<file path="src/rtl/lmhf_pkg.sv">
package lmhf_pkg;

  localparam int MAX_COLUMNS = 1024;
  localparam int MAX_ROWS    = 1024;
  localparam int PIXEL_BITS  = 16;

  localparam int COL_W   = $clog2(MAX_COLUMNS);
  localparam int ROW_W   = $clog2(MAX_ROWS);
  localparam int CSIZE_W = $clog2(MAX_COLUMNS + 1);
  localparam int RSIZE_W = $clog2(MAX_ROWS + 1);

  localparam int THR_W    = 16;
  localparam int POS_W    = 10;
  localparam int INC_W    = 17;
  localparam int FSIZE_W  = 11;
  localparam int CFG_W    = 16;
  localparam int CMP_W    = (PIXEL_BITS > THR_W) ? PIXEL_BITS : THR_W;
  localparam int DIFF_W   = CMP_W + 2;
  localparam int INC_MAX  = 65535;

  localparam int FIFO_DEPTH = 4;
  localparam int FIFO_AW    = $clog2(FIFO_DEPTH);
  localparam int FIFO_CW    = $clog2(FIFO_DEPTH + 1);

  typedef logic [PIXEL_BITS-1:0] pix_t;
  typedef logic [THR_W-1:0]      thr_t;
  typedef logic [COL_W-1:0]      col_t;
  typedef logic [ROW_W-1:0]      row_t;
  typedef logic [POS_W-1:0]      pos_t;
  typedef logic signed [INC_W-1:0] inc_t;

  typedef enum logic [2:0] {
    REG_GLOBAL_THRESHOLD   = 3'd0,
    REG_THRESHOLD_SOURCE   = 3'd1,
    REG_NEIGHBOURHOOD_MODE = 3'd2,
    REG_ACCUMULATE_MODE    = 3'd3,
    REG_PEDESTAL_OFFSET    = 3'd4,
    REG_FRAME_ROWS         = 3'd5,
    REG_FRAME_COLUMNS      = 3'd6
  } reg_idx_e;

  typedef struct packed {
    thr_t global_threshold;
    logic threshold_source;
    logic neighbourhood_mode;
    logic accumulate_mode;
    thr_t pedestal_offset;
  } cfg_t;

  typedef struct packed {
    row_t row;
    col_t column;
    logic last;
    pix_t pixel;
    thr_t pixel_threshold;
  } s1_t;

  typedef struct packed {
    pos_t row;
    pos_t column;
    logic hit;
    inc_t increment;
    logic frame_last;
  } res_t;

  function automatic logic pix_gt(input pix_t a, input thr_t b);
    return CMP_W'(a) > CMP_W'(b);
  endfunction

  function automatic inc_t make_increment(input pix_t pix, input logic sum_mode,
                                          input thr_t offset);
    logic signed [DIFF_W-1:0] d;
    d = $signed(DIFF_W'(pix)) - $signed(DIFF_W'(offset));
    if (!sum_mode) return INC_W'(1);
    if (d > $signed(DIFF_W'(INC_MAX))) return INC_W'(INC_MAX);
    if (d < -$signed(DIFF_W'(INC_MAX))) return -INC_W'(INC_MAX);
    return INC_W'(d);
  endfunction

endpackage

</file>
<file path="src/rtl/lmhf_out_fifo.sv">
module lmhf_out_fifo import lmhf_pkg::*; (
  input  logic                 clk_i,
  input  logic                 rst_ni,
  input  logic                 push_i,
  input  res_t                 res_i,
  input  logic                 pop_i,
  output logic                 valid_o,
  output res_t                 res_o,
  output logic [FIFO_CW-1:0]   count_o
);

  res_t buf_q [FIFO_DEPTH];
  logic [FIFO_AW-1:0] wr_q, rd_q;
  logic [FIFO_CW-1:0] cnt_q;

  always_ff @(posedge clk_i) begin
    if (push_i) begin
      buf_q[wr_q] <= res_i;
    end
  end

  always_ff @(posedge clk_i or negedge rst_ni) begin
    if (!rst_ni) begin
      wr_q  <= '0;
      rd_q  <= '0;
      cnt_q <= '0;
    end else begin
      if (push_i) begin
        wr_q <= (32'(wr_q) == FIFO_DEPTH - 1) ? '0 : wr_q + FIFO_AW'(1);
      end
      if (pop_i) begin
        rd_q <= (32'(rd_q) == FIFO_DEPTH - 1) ? '0 : rd_q + FIFO_AW'(1);
      end
      cnt_q <= cnt_q + FIFO_CW'(push_i) - FIFO_CW'(pop_i);
    end
  end

  assign valid_o = cnt_q != '0;
  assign res_o   = buf_q[rd_q];
  assign count_o = cnt_q;

endmodule

</file>
<file path="config.mk">
export PLATFORM = sky130hd
export DESIGN_NAME = lmhf_out_fifo
export DESIGN_NICKNAME = d
export VERILOG_FILES = /design/src/rtl/lmhf_pkg.sv /design/src/rtl/lmhf_out_fifo.sv
export SDC_FILE = /design/constraint.sdc
export NUM_CORES = 1
export LEC_CHECK = 0
export BUFFER_PORTS_ARGS = -buffer_cell sky130_fd_sc_hd__buf_2
export CORE_MARGIN = 1
export CORE_UTILIZATION = 55
export DETAILED_ROUTE_END_ITERATION = 8
export GPL_ROUTABILITY_DRIVEN = 0
export PLACE_DENSITY = 0.77
export SYNTH_ARGS = -nofsm -noshare
export SYNTH_HDL_FRONTEND = slang
export SYNTH_SLANG_ARGS = --single-unit
</file>
<file path="constraint.sdc">
create_clock -name clk_i -period 5.2 [get_ports clk_i]
set_clock_uncertainty 0.2 [all_clocks]
set_input_delay 0.26 -clock clk_i [delete_from_list [all_inputs] [get_ports clk_i]]
set_output_delay 0.26 -clock clk_i [all_outputs]
set_load 0.1 [all_outputs]
</file>
==> flow_metrics.py <==
metrics = {
    "synth": {
        "synth_top_cell_by_area": "edfxtp_1",
        "synth_nets": 290,
        "synth_cell_type_count": 18,
        "synth.top_cells.by_area": "edfxtp_1 77%, mux4_2 14%, dfrtp_1 2.9%",
        "netlist_instances": 239,
        "syn_area_um2": 6080,
        "synth_top_area_frac": 0.770,
        "synth_seq_cells": 163,
        "syn_avg_cell_area_um2": 25.4,
        "yosysWarnings": 0,
        "yosysSeqAreaShare": 0.799,
    },
    "detailed_routing": {
        "antenna_left": 0,
        "drt-pass1-iter-count": 4,
        "wl_um": 10400,
        "drt_iter0_markers": 132,
        "vias": 2917,
        "drc": 0,
        "via_per_inst": 5.49,
        "wl_per_cell_um": 19.6,
    },
    "global_routing": {
        "antenna_found_initial": 0,
        "grtUsageTotal": 0.201,
        "grt_pass1_vias": 3142,
        "grt_max_degree": 42,
        "grt_pass1_wl_um": 16200,
        "grt_overflow_total": 0,
    },
    "final_layout": {
        "multi_input_area_um2": 1090,
        "syn_to_final_growth_pct": 25.8,
        "fin_nets": 429,
        "n_fill_cell": 631,
        "antennaDiodeCount": 0,
        "ff_latch_area_um2": 4860,
        "layout-drive-gt1-share": 0.419,
    },
    "die": {
        "die_area_um2": 11500,
        "die_x_um": 107,
        "io_pins": 86,
        "die_h_um": 107,
        "start_util": 0.563,
        "core_area_um2": 10800,
        "num_rows": 38,
    },
    "hold_path": {
        "hold_class": "primary input to flip-flop",
        "hold_start": "res_i[27]",
        "hold_end": "buf_q[3][27]$_DFFE_PP_",
        "holdPathStages": 2,
    },
    "setup_path": {
        "r2r_start": "rd_q[0]$_DFFE_PN0P_",
        "cp_max_fo": 24,
        "end_kind": "output port",
        "arrival_ns": 2.76,
        "cp_data_required_time_ns": 4.74,
        "reg2reg_to": "rd_q[1]$_DFFE_PN0P_",
        "r2r_cells": 3,
        "startpoint_type": "flip-flop",
        "crit_type": "flip-flop to output port",
        "r2r_slack_ns": 2.99,
    },
    "clocking": {
        "cts_tree": "done",
        "post_cts_buffers": 0,
        "hold_buffers": 43,
        "clk_latency_ns": 0.52,
        "htree_levels": 4,
        "clockBufferDepth": 2,
        "clkTransAtPathRegs_ns": 0.07,
        "cts_resized": 0,
        "clock_sinks": 163,
        "cts_buffers": 17,
        "cts_root_buf": "clkbuf_8",
    },
    "timing": {
        "timing.fmax_ghz": 0.310,
        "setup-tns-final_ns": 0,
        "fin_crit_sh": 0.620,
        "period_needed_ns": 3.22,
        "tightest_slew_ns": 1.10,
        "finalHoldViolCount": 0,
        "slew-limit-headroom": 0.266,
        "drv_slew": 0,
        "fin_ws_ns": 1.98,
        "rsz0062_at_grt": "no",
        "setup_viol": 0,
    },
    "placed_design": {
        "io_buffers": 85,
        "post-place-ws_ns": 2.48,
        "dp_hpwl_um": 5550,
    },
    "flow_run": {
        "max_cap_violations": 0,
    },
    "status": {
        "outcome": "completed",
    },
}
[stage by stage]
step,hold slack (ns),cells,instance area (µm²),utilization
2_1_floorplan,-0.236,239,6080,-
3_3_place_gp,-0.0973,456,6590,0.610
3_5_place_dp,-0.0972,456,6590,0.610
4_1_cts,0.263,531,7650,0.709
5_1_grt,0.268,531,7650,0.709
6_report,0.281,531,7650,0.709
[area by class of cell]
cell class              instances  share of cell area
inverters                       6             0.00295
clock inverters                15              0.0285
flip-flops and latches        163               0.636
repair buffers                129               0.113
clock buffers                  17              0.0542
well taps                     140              0.0229
multi-input cells              61               0.143
[worst max-delay path by stage]
stage	from	endpoint	slack [ns]	cells after the start
6_report	rd_q[0]$_DFFE_PN0P_	res_o[26]	1.98	3
3_3_place_gp	rd_q[0]$_DFFE_PN0P_	res_o[26]	2.47	3
4_1_cts	rd_q[0]$_DFFE_PN0P_	res_o[29]	1.89	3
3_5_place_dp	rd_q[0]$_DFFE_PN0P_	res_o[37]	2.48	3
2_1_floorplan	count_o[0]$_DFF_PN0_	count_o[2]$_DFF_PN0_	2.67	8
5_1_grt	rd_q[0]$_DFFE_PN0P_	res_o[29]	1.79	3
[layer usage]
metal | global-route usage | vias to the layer above | routed length [µm]
met5 | 0 | - | 0
met4 | 0.0597 | 0 | 131
met3 | 0.0535 | 15 | 474
met2 | 0.346 | 89 | 5550
met1 | 0.251 | 1524 | 4240
li1 | - | 1289 | -
[synthesized netlist by cell type, drive strengths merged]
| cell | instances |
|---|---|
| and2 | 4 |
| mux4 | 39 |
| nand2 | 1 |
| fa | 1 |
| nor2 | 1 |
| or3b | 1 |
| edfxtp | 156 |
| buf | 9 |
| dfrtp | 7 |
| ha | 7 |
| mux2 | 2 |
| or3 | 1 |
| o21ai | 2 |
| xnor2 | 2 |
| inv | 6 |
[logic make-up (layout without fill, tap and decap cells)]
group	Yosys count	after routing	synth area share
xor+xnor	2	2	0.00288
mux	41	41	0.149
buf+inv	15	167	0.0220
compound gates	2	2	0.00165
simple gates	8	8	0.00782
fa+ha+maj	8	8	0.0177
flops	163	163	0.799
[layout by cell type, fill, tap and decap left out, drive strengths merged]
master / count
and2: 4
buf: 86
bufinv: 4
clkbuf: 17
clkinv: 1
clkinvlp: 1
dfrtp: 7
dlygate4sd3: 43
edfxtp: 156
fa: 1
ha: 7
inv: 15
mux2: 2
mux4: 39
nand2: 1
nor2: 1
o21ai: 2
or3: 1
or3b: 1
xnor2: 2
[flip-flops by register name (all words and copies together), names as in the netlist]
signal and cells:
buf_q 156, count_o 3, rd_q 2, wr_q 2
[worst max-delay path, stage by stage, from the launching register on]
cell and delay, ns:
dfrtp_2 0.79, buf_4 0.53, mux4_2 0.58, buf_2 0.31
Power is not shown: default switching activity piles up to over one toggle a cycle in this logic, so the estimate is an artifact.
