==> src/rtl/lmhf_pkg.sv <==
package lmhf_pkg;

  localparam int MAX_COLUMNS = 1024;
  localparam int MAX_ROWS    = 1024;
  localparam int PIXEL_BITS  = 16;

  localparam int COL_W   = $clog2(MAX_COLUMNS);
  localparam int ROW_W   = $clog2(MAX_ROWS);
  localparam int CSIZE_W = $clog2(MAX_COLUMNS + 1);
  localparam int RSIZE_W = $clog2(MAX_ROWS + 1);

  localparam int THR_W    = 16;
  localparam int POS_W    = 10;
  localparam int INC_W    = 17;
  localparam int FSIZE_W  = 11;
  localparam int CFG_W    = 16;
  localparam int CMP_W    = (PIXEL_BITS > THR_W) ? PIXEL_BITS : THR_W;
  localparam int DIFF_W   = CMP_W + 2;
  localparam int INC_MAX  = 65535;

  localparam int FIFO_DEPTH = 4;
  localparam int FIFO_AW    = $clog2(FIFO_DEPTH);
  localparam int FIFO_CW    = $clog2(FIFO_DEPTH + 1);

  typedef logic [PIXEL_BITS-1:0] pix_t;
  typedef logic [THR_W-1:0]      thr_t;
  typedef logic [COL_W-1:0]      col_t;
  typedef logic [ROW_W-1:0]      row_t;
  typedef logic [POS_W-1:0]      pos_t;
  typedef logic signed [INC_W-1:0] inc_t;

  typedef enum logic [2:0] {
    REG_GLOBAL_THRESHOLD   = 3'd0,
    REG_THRESHOLD_SOURCE   = 3'd1,
    REG_NEIGHBOURHOOD_MODE = 3'd2,
    REG_ACCUMULATE_MODE    = 3'd3,
    REG_PEDESTAL_OFFSET    = 3'd4,
    REG_FRAME_ROWS         = 3'd5,
    REG_FRAME_COLUMNS      = 3'd6
  } reg_idx_e;

  typedef struct packed {
    thr_t global_threshold;
    logic threshold_source;
    logic neighbourhood_mode;
    logic accumulate_mode;
    thr_t pedestal_offset;
  } cfg_t;

  typedef struct packed {
    row_t row;
    col_t column;
    logic last;
    pix_t pixel;
    thr_t pixel_threshold;
  } s1_t;

  typedef struct packed {
    pos_t row;
    pos_t column;
    logic hit;
    inc_t increment;
    logic frame_last;
  } res_t;

  function automatic logic pix_gt(input pix_t a, input thr_t b);
    return CMP_W'(a) > CMP_W'(b);
  endfunction

  function automatic inc_t make_increment(input pix_t pix, input logic sum_mode,
                                          input thr_t offset);
    logic signed [DIFF_W-1:0] d;
    d = $signed(DIFF_W'(pix)) - $signed(DIFF_W'(offset));
    if (!sum_mode) return INC_W'(1);
    if (d > $signed(DIFF_W'(INC_MAX))) return INC_W'(INC_MAX);
    if (d < -$signed(DIFF_W'(INC_MAX))) return -INC_W'(INC_MAX);
    return INC_W'(d);
  endfunction

endpackage

==> src/rtl/lmhf_window.sv <==
module lmhf_window import lmhf_pkg::*; (
  input  logic clk_i,
  input  logic rst_ni,
  input  logic s1_valid_i,
  input  s1_t  s1_i,
  input  pix_t up_i,
  input  pix_t mid_i,
  input  thr_t tl_i,
  input  cfg_t cfg_i,
  output logic busy_o,
  output logic push_o,
  output res_t res_o
);

  pix_t win_q [9];
  thr_t ctr_q [2];

  logic s2_valid_q, s2_res_q;
  pos_t s2_row_q, s2_col_q;
  logic s2_last_q;
  pix_t s2_pix_q;
  thr_t s2_pthr_q;

  logic s2_res_d;
  pix_t test_pix;
  thr_t thr;
  logic hit;

  always_comb begin
    if (cfg_i.neighbourhood_mode) begin
      s2_res_d = (s1_i.row >= ROW_W'(2)) && (s1_i.column >= COL_W'(2));
    end else begin
      s2_res_d = 1'b1;
    end
  end

  always_ff @(posedge clk_i) begin
    if (s1_valid_i) begin
      for (int i = 0; i < 3; i++) begin
        win_q[i*3]   <= win_q[i*3+1];
        win_q[i*3+1] <= win_q[i*3+2];
      end
      win_q[2]  <= up_i;
      win_q[5]  <= mid_i;
      win_q[8]  <= s1_i.pixel;
      ctr_q[1]  <= ctr_q[0];
      ctr_q[0]  <= tl_i;
      s2_last_q <= s1_i.last;
      s2_pix_q  <= s1_i.pixel;
      s2_pthr_q <= s1_i.pixel_threshold;
      if (cfg_i.neighbourhood_mode) begin
        s2_row_q <= POS_W'(s1_i.row - ROW_W'(1));
        s2_col_q <= POS_W'(s1_i.column - COL_W'(1));
      end else begin
        s2_row_q <= POS_W'(s1_i.row);
        s2_col_q <= POS_W'(s1_i.column);
      end
    end
  end

  always_ff @(posedge clk_i or negedge rst_ni) begin
    if (!rst_ni) begin
      s2_valid_q <= 1'b0;
      s2_res_q   <= 1'b0;
    end else begin
      s2_valid_q <= s1_valid_i;
      s2_res_q   <= s1_valid_i && s2_res_d;
    end
  end

  always_comb begin
    if (cfg_i.neighbourhood_mode) begin
      test_pix = win_q[4];
      thr      = cfg_i.threshold_source ? ctr_q[1] : cfg_i.global_threshold;
    end else begin
      test_pix = s2_pix_q;
      thr      = cfg_i.threshold_source ? s2_pthr_q : cfg_i.global_threshold;
    end
    hit = pix_gt(test_pix, thr);
    if (cfg_i.neighbourhood_mode) begin
      for (int i = 0; i < 9; i++) begin
        if (i != 4 && !(win_q[4] > win_q[i])) hit = 1'b0;
      end
    end
  end

  assign busy_o            = s2_valid_q;
  assign push_o            = s2_valid_q && s2_res_q;
  assign res_o.row         = s2_row_q;
  assign res_o.column      = s2_col_q;
  assign res_o.hit         = hit;
  assign res_o.increment   = hit ? make_increment(test_pix, cfg_i.accumulate_mode,
                                                  cfg_i.pedestal_offset) : '0;
  assign res_o.frame_last  = s2_last_q;

endmodule

==> config.mk <==
export PLATFORM = sky130hd
export DESIGN_NAME = lmhf_window
export DESIGN_NICKNAME = d
export VERILOG_FILES = /design/src/rtl/lmhf_pkg.sv /design/src/rtl/lmhf_window.sv
export SDC_FILE = /design/constraint.sdc
export NUM_CORES = 1
export LEC_CHECK = 0
export ABC_AREA = 0
export BUFFER_PORTS_ARGS = -buffer_cell sky130_fd_sc_hd__buf_2
export CORE_ASPECT_RATIO = 0.6
export CORE_MARGIN = 8
export CORE_UTILIZATION = 30
export CTS_BUF_LIST = sky130_fd_sc_hd__clkbuf_8
export CTS_CLUSTER_SIZE = 14
export DETAILED_ROUTE_END_ITERATION = 7
export GPL_TIMING_DRIVEN = 0
export PLACE_DENSITY = 0.5
export REMOVE_ABC_BUFFERS = 1
export SYNTH_ARGS = -nofsm -noshare
export SYNTH_HDL_FRONTEND = slang
export SYNTH_SLANG_ARGS = --single-unit
==> constraint.sdc <==
create_clock -name clk_i -period 9.6 [get_ports clk_i]
set_input_delay 0.48 -clock clk_i [delete_from_list [all_inputs] [get_ports clk_i]]
set_output_delay 0.48 -clock clk_i [all_outputs]
set_load 0.05 [all_outputs]
==> flow_summary.toml <==
[yosys]
ys_ff_latch = 215
yosysWarnings = 0
syn_area_per_cell_um2 = 12.0
yosysTopAreaCell = "edfxtp_1"
synth.cells.most_frequent = "213 x edfxtp_1, 165 x ha_1, 152 x inv_1"
synth_cell_types = 64
syn_area_mm2 = 0.0120
syn_inst = 996
synth_most_common_cell = "edfxtp_1"
async_flop_share = 0.00930
synth_edf_count = 213
synth_seq_area_share = 0.539
synth_top_area_share = 0.535
synth_ff_type = "edfxtp_1"
synth.area.top_cells = "edfxtp_1 53%, ha_1 17%, inv_1 4.8%"

[clock_network]
clockRootBuffer = "clkbuf_8"
clkLatencyLatePin_ns = 0.56
path_clk_slew_ns = 0.06
tritoncts = "built"
cts_sinks = 215
ctsResizeCount = 0
h-tree-depth = 2
cts_buffer_depth = 3
cts_buffers = 38
cts_post_setup_buffers_inserted = 0
cts_hold_buf = 1

[sta]
max_freq_mhz = 152
relSlewSlack = 0.112
worst_pin_slew_ns = 1.33
finalHoldViolations = 0
rsz0062_at_grt = "false"
min_period_ns = 6.56
setup_viol = 0
fin_tns_setup_ns = 0
report.final.slew_viol_count = 0
min_period_over_period = 0.684
skew_ns = 0.0138
hold_ws_ns = 0.0926

[worst_setup_path]
timing_worst_setup_path_type = "in2out"
crit_top_cell = "nand2_1"
cpPeakStageDelay_ns = 0.93
critPathLaunchType = "input port"
cp_cell_sequence = "buf_2 -> mux2i_1 -> ha_1 -> fa_1 -> nor2b_4 -> o311ai_1 -> nand4_1 -> nand2_1 -> xor2_1 -> nand2_1 -> or4_1 -> o21bai_1 -> ha_1 -> inv_1 -> nand2_1 -> or3_1 -> o31a_1 -> nor2_2 -> buf_2"
crit_fanout = 59
required_ns = 9.12
slowest_stage = "buf_2"
end_kind = "primary output"
arrival_ns = 6.08
crit_buf_inv = 3
crit_family = "simple AND/OR/NAND/NOR gates"
rrSetupSlack_ns = 8.62

[die]
die_w_um = 274
num_rows = 56
ios = 180
dieArea_mm2 = 0.0467
core_area_mm2 = 0.0392
initial_core_util = 0.305
die_h_um = 171

[hold_path]
min_path_type = "in2reg"

[power]
vdd_drop_max_v = 0.0000748
power_density_mw_per_mm2 = 173
p_leak_nw = 6.42
power_mw = 2.46

[outcome]
status = "completed"

[routing]
drt_first_pass_iters = 5
drt_iter0_drc = 520
vias = 8095
route.detailed.drc = 0
met3_length_um = 1590
postRouteAntennaNets = 0
routed.top_layer = "met5"
drt-met1-wl_um = 15500
vias_per_cell = 4.62
dr_wl_met2_um = 13300
routedWlPerCell_um = 17.8
wirelength_um = 31100

[finish]
drive_gt1_frac = 0.207
fin_area_mm2 = 0.0142
seqCellArea_mm2 = 0.00645
fin_nets = 1510
nFillCells = 3878
final_cells = 1754
multi_input_area_mm2 = 0.00489
syn_to_final_growth_pct = 19.1

[place]
placedCellCount = 1686
gp_congestion = 0.819
portBuffers = 179
dp_hpwl_um = 23300
place_area_mm2 = 0.0135

[global_routing]
grt_first_pass_wirelength_um = 46900
grt_overflow = 0
grt_max_degree = 116
grt_pass1_vias = 7858
track_usage = 0.130
antenna_found_initial = 2

[job]
maxCapViolations = 0
flip-flops by register name, summed over array words and instances, names as in the netlist:
signal and cells:
busy_o 1, ctr_q 32, s2_col_q 10, s2_last_q 1
s2_pix_q 16, s2_pthr_q 16, s2_res_q 1, s2_row_q 10
win_q 128
cells by family after synthesis:
logic type,share of synthesized area
buffers and inverters,0.0527
xor gates and xnor gates,0.0183
DFF,0.539
and+or+nand+nor,0.0931
adders and majority gates,0.174
muxes,0.0167
AOI/OAI and AO/OA,0.106
through the flow:
stage               setup WS, ns  utilization
detailed placement          3.04        0.344
global placement            3.10        0.343
floorplan                   4.68            -
CTS                         3.02        0.364
finish                      3.04        0.364
global route                2.64        0.364
path summary, 6_finish.rpt:
check / start / end / depth (start not counted)
max: cfg_i[17] / res_o[6] / 19
min: mid_i[1] / win_q[0][81] / 1
max reg2reg: win_q[0][68] / win_q[0][52] / 0
min reg2reg: ctr_q[0][14] / ctr_q[0][30] / 0
max in group asynchronous: rst_ni / s2_res_q / 2
min in group asynchronous: rst_ni / busy_o / 2
report_power, final:
part | switching, mW | internal (mW) | leakage, nW | total [mW]
sequential | 0.0411 | 1.11 | 2.11 | 1.15
combinational | 0.271 | 0.166 | 3.90 | 0.437
clock | 0.405 | 0.462 | 0.409 | 0.866
total | 0.717 | 1.74 | 6.42 | 2.46
layout make-up:
| cell class | instances | share of cell area |
|---|---|---|
| Inverter | 152 | 0.0401 |
| Sequential cell | 215 | 0.453 |
| Multi-Input combinational cell | 617 | 0.343 |
| Timing Repair Buffer | 181 | 0.0662 |
| Antenna cell | 1 | 0.000176 |
| Tap cell | 522 | 0.0458 |
| Clock buffer | 39 | 0.0377 |
| Clock inverter | 27 | 0.0145 |
layer usage:
layer | vias to the layer above | global-route usage
met4 | 2 | 0.0367
met5 | - | 0
met1 | 3784 | 0.191
met2 | 161 | 0.187
li1 | 4091 | -
met3 | 57 | 0.0304
cell usage in the layout (no fill, tap or decap), types with 3 or more instances in the layout:
cell type and instances:
and2_1 3, nor2_1 29, inv_1 162, buf_2 178, nor3_1 12, o211ai_1 8
nand2_1 63, o21ai_0 48, edfxtp_1 213, xnor2_1 9, nand4_1 36, clkinv_2 4
o31ai_1 4, nor3b_1 5, ha_1 165, nor2_2 10, a21o_1 26, nand2b_1 4
nand3_1 5, nor4_1 9, o21a_1 13, clkinv_1 5, clkinvlp_4 3, clkbuf_8 39
xor2_1 16, a21oi_1 54, nor2b_1 13, o21ai_1 3, mux2i_1 20, a31oi_1 4
or4_1 7, bufinv_16 3, a211oi_1 9
No activity file was read; power rests on OpenSTA's default activity.
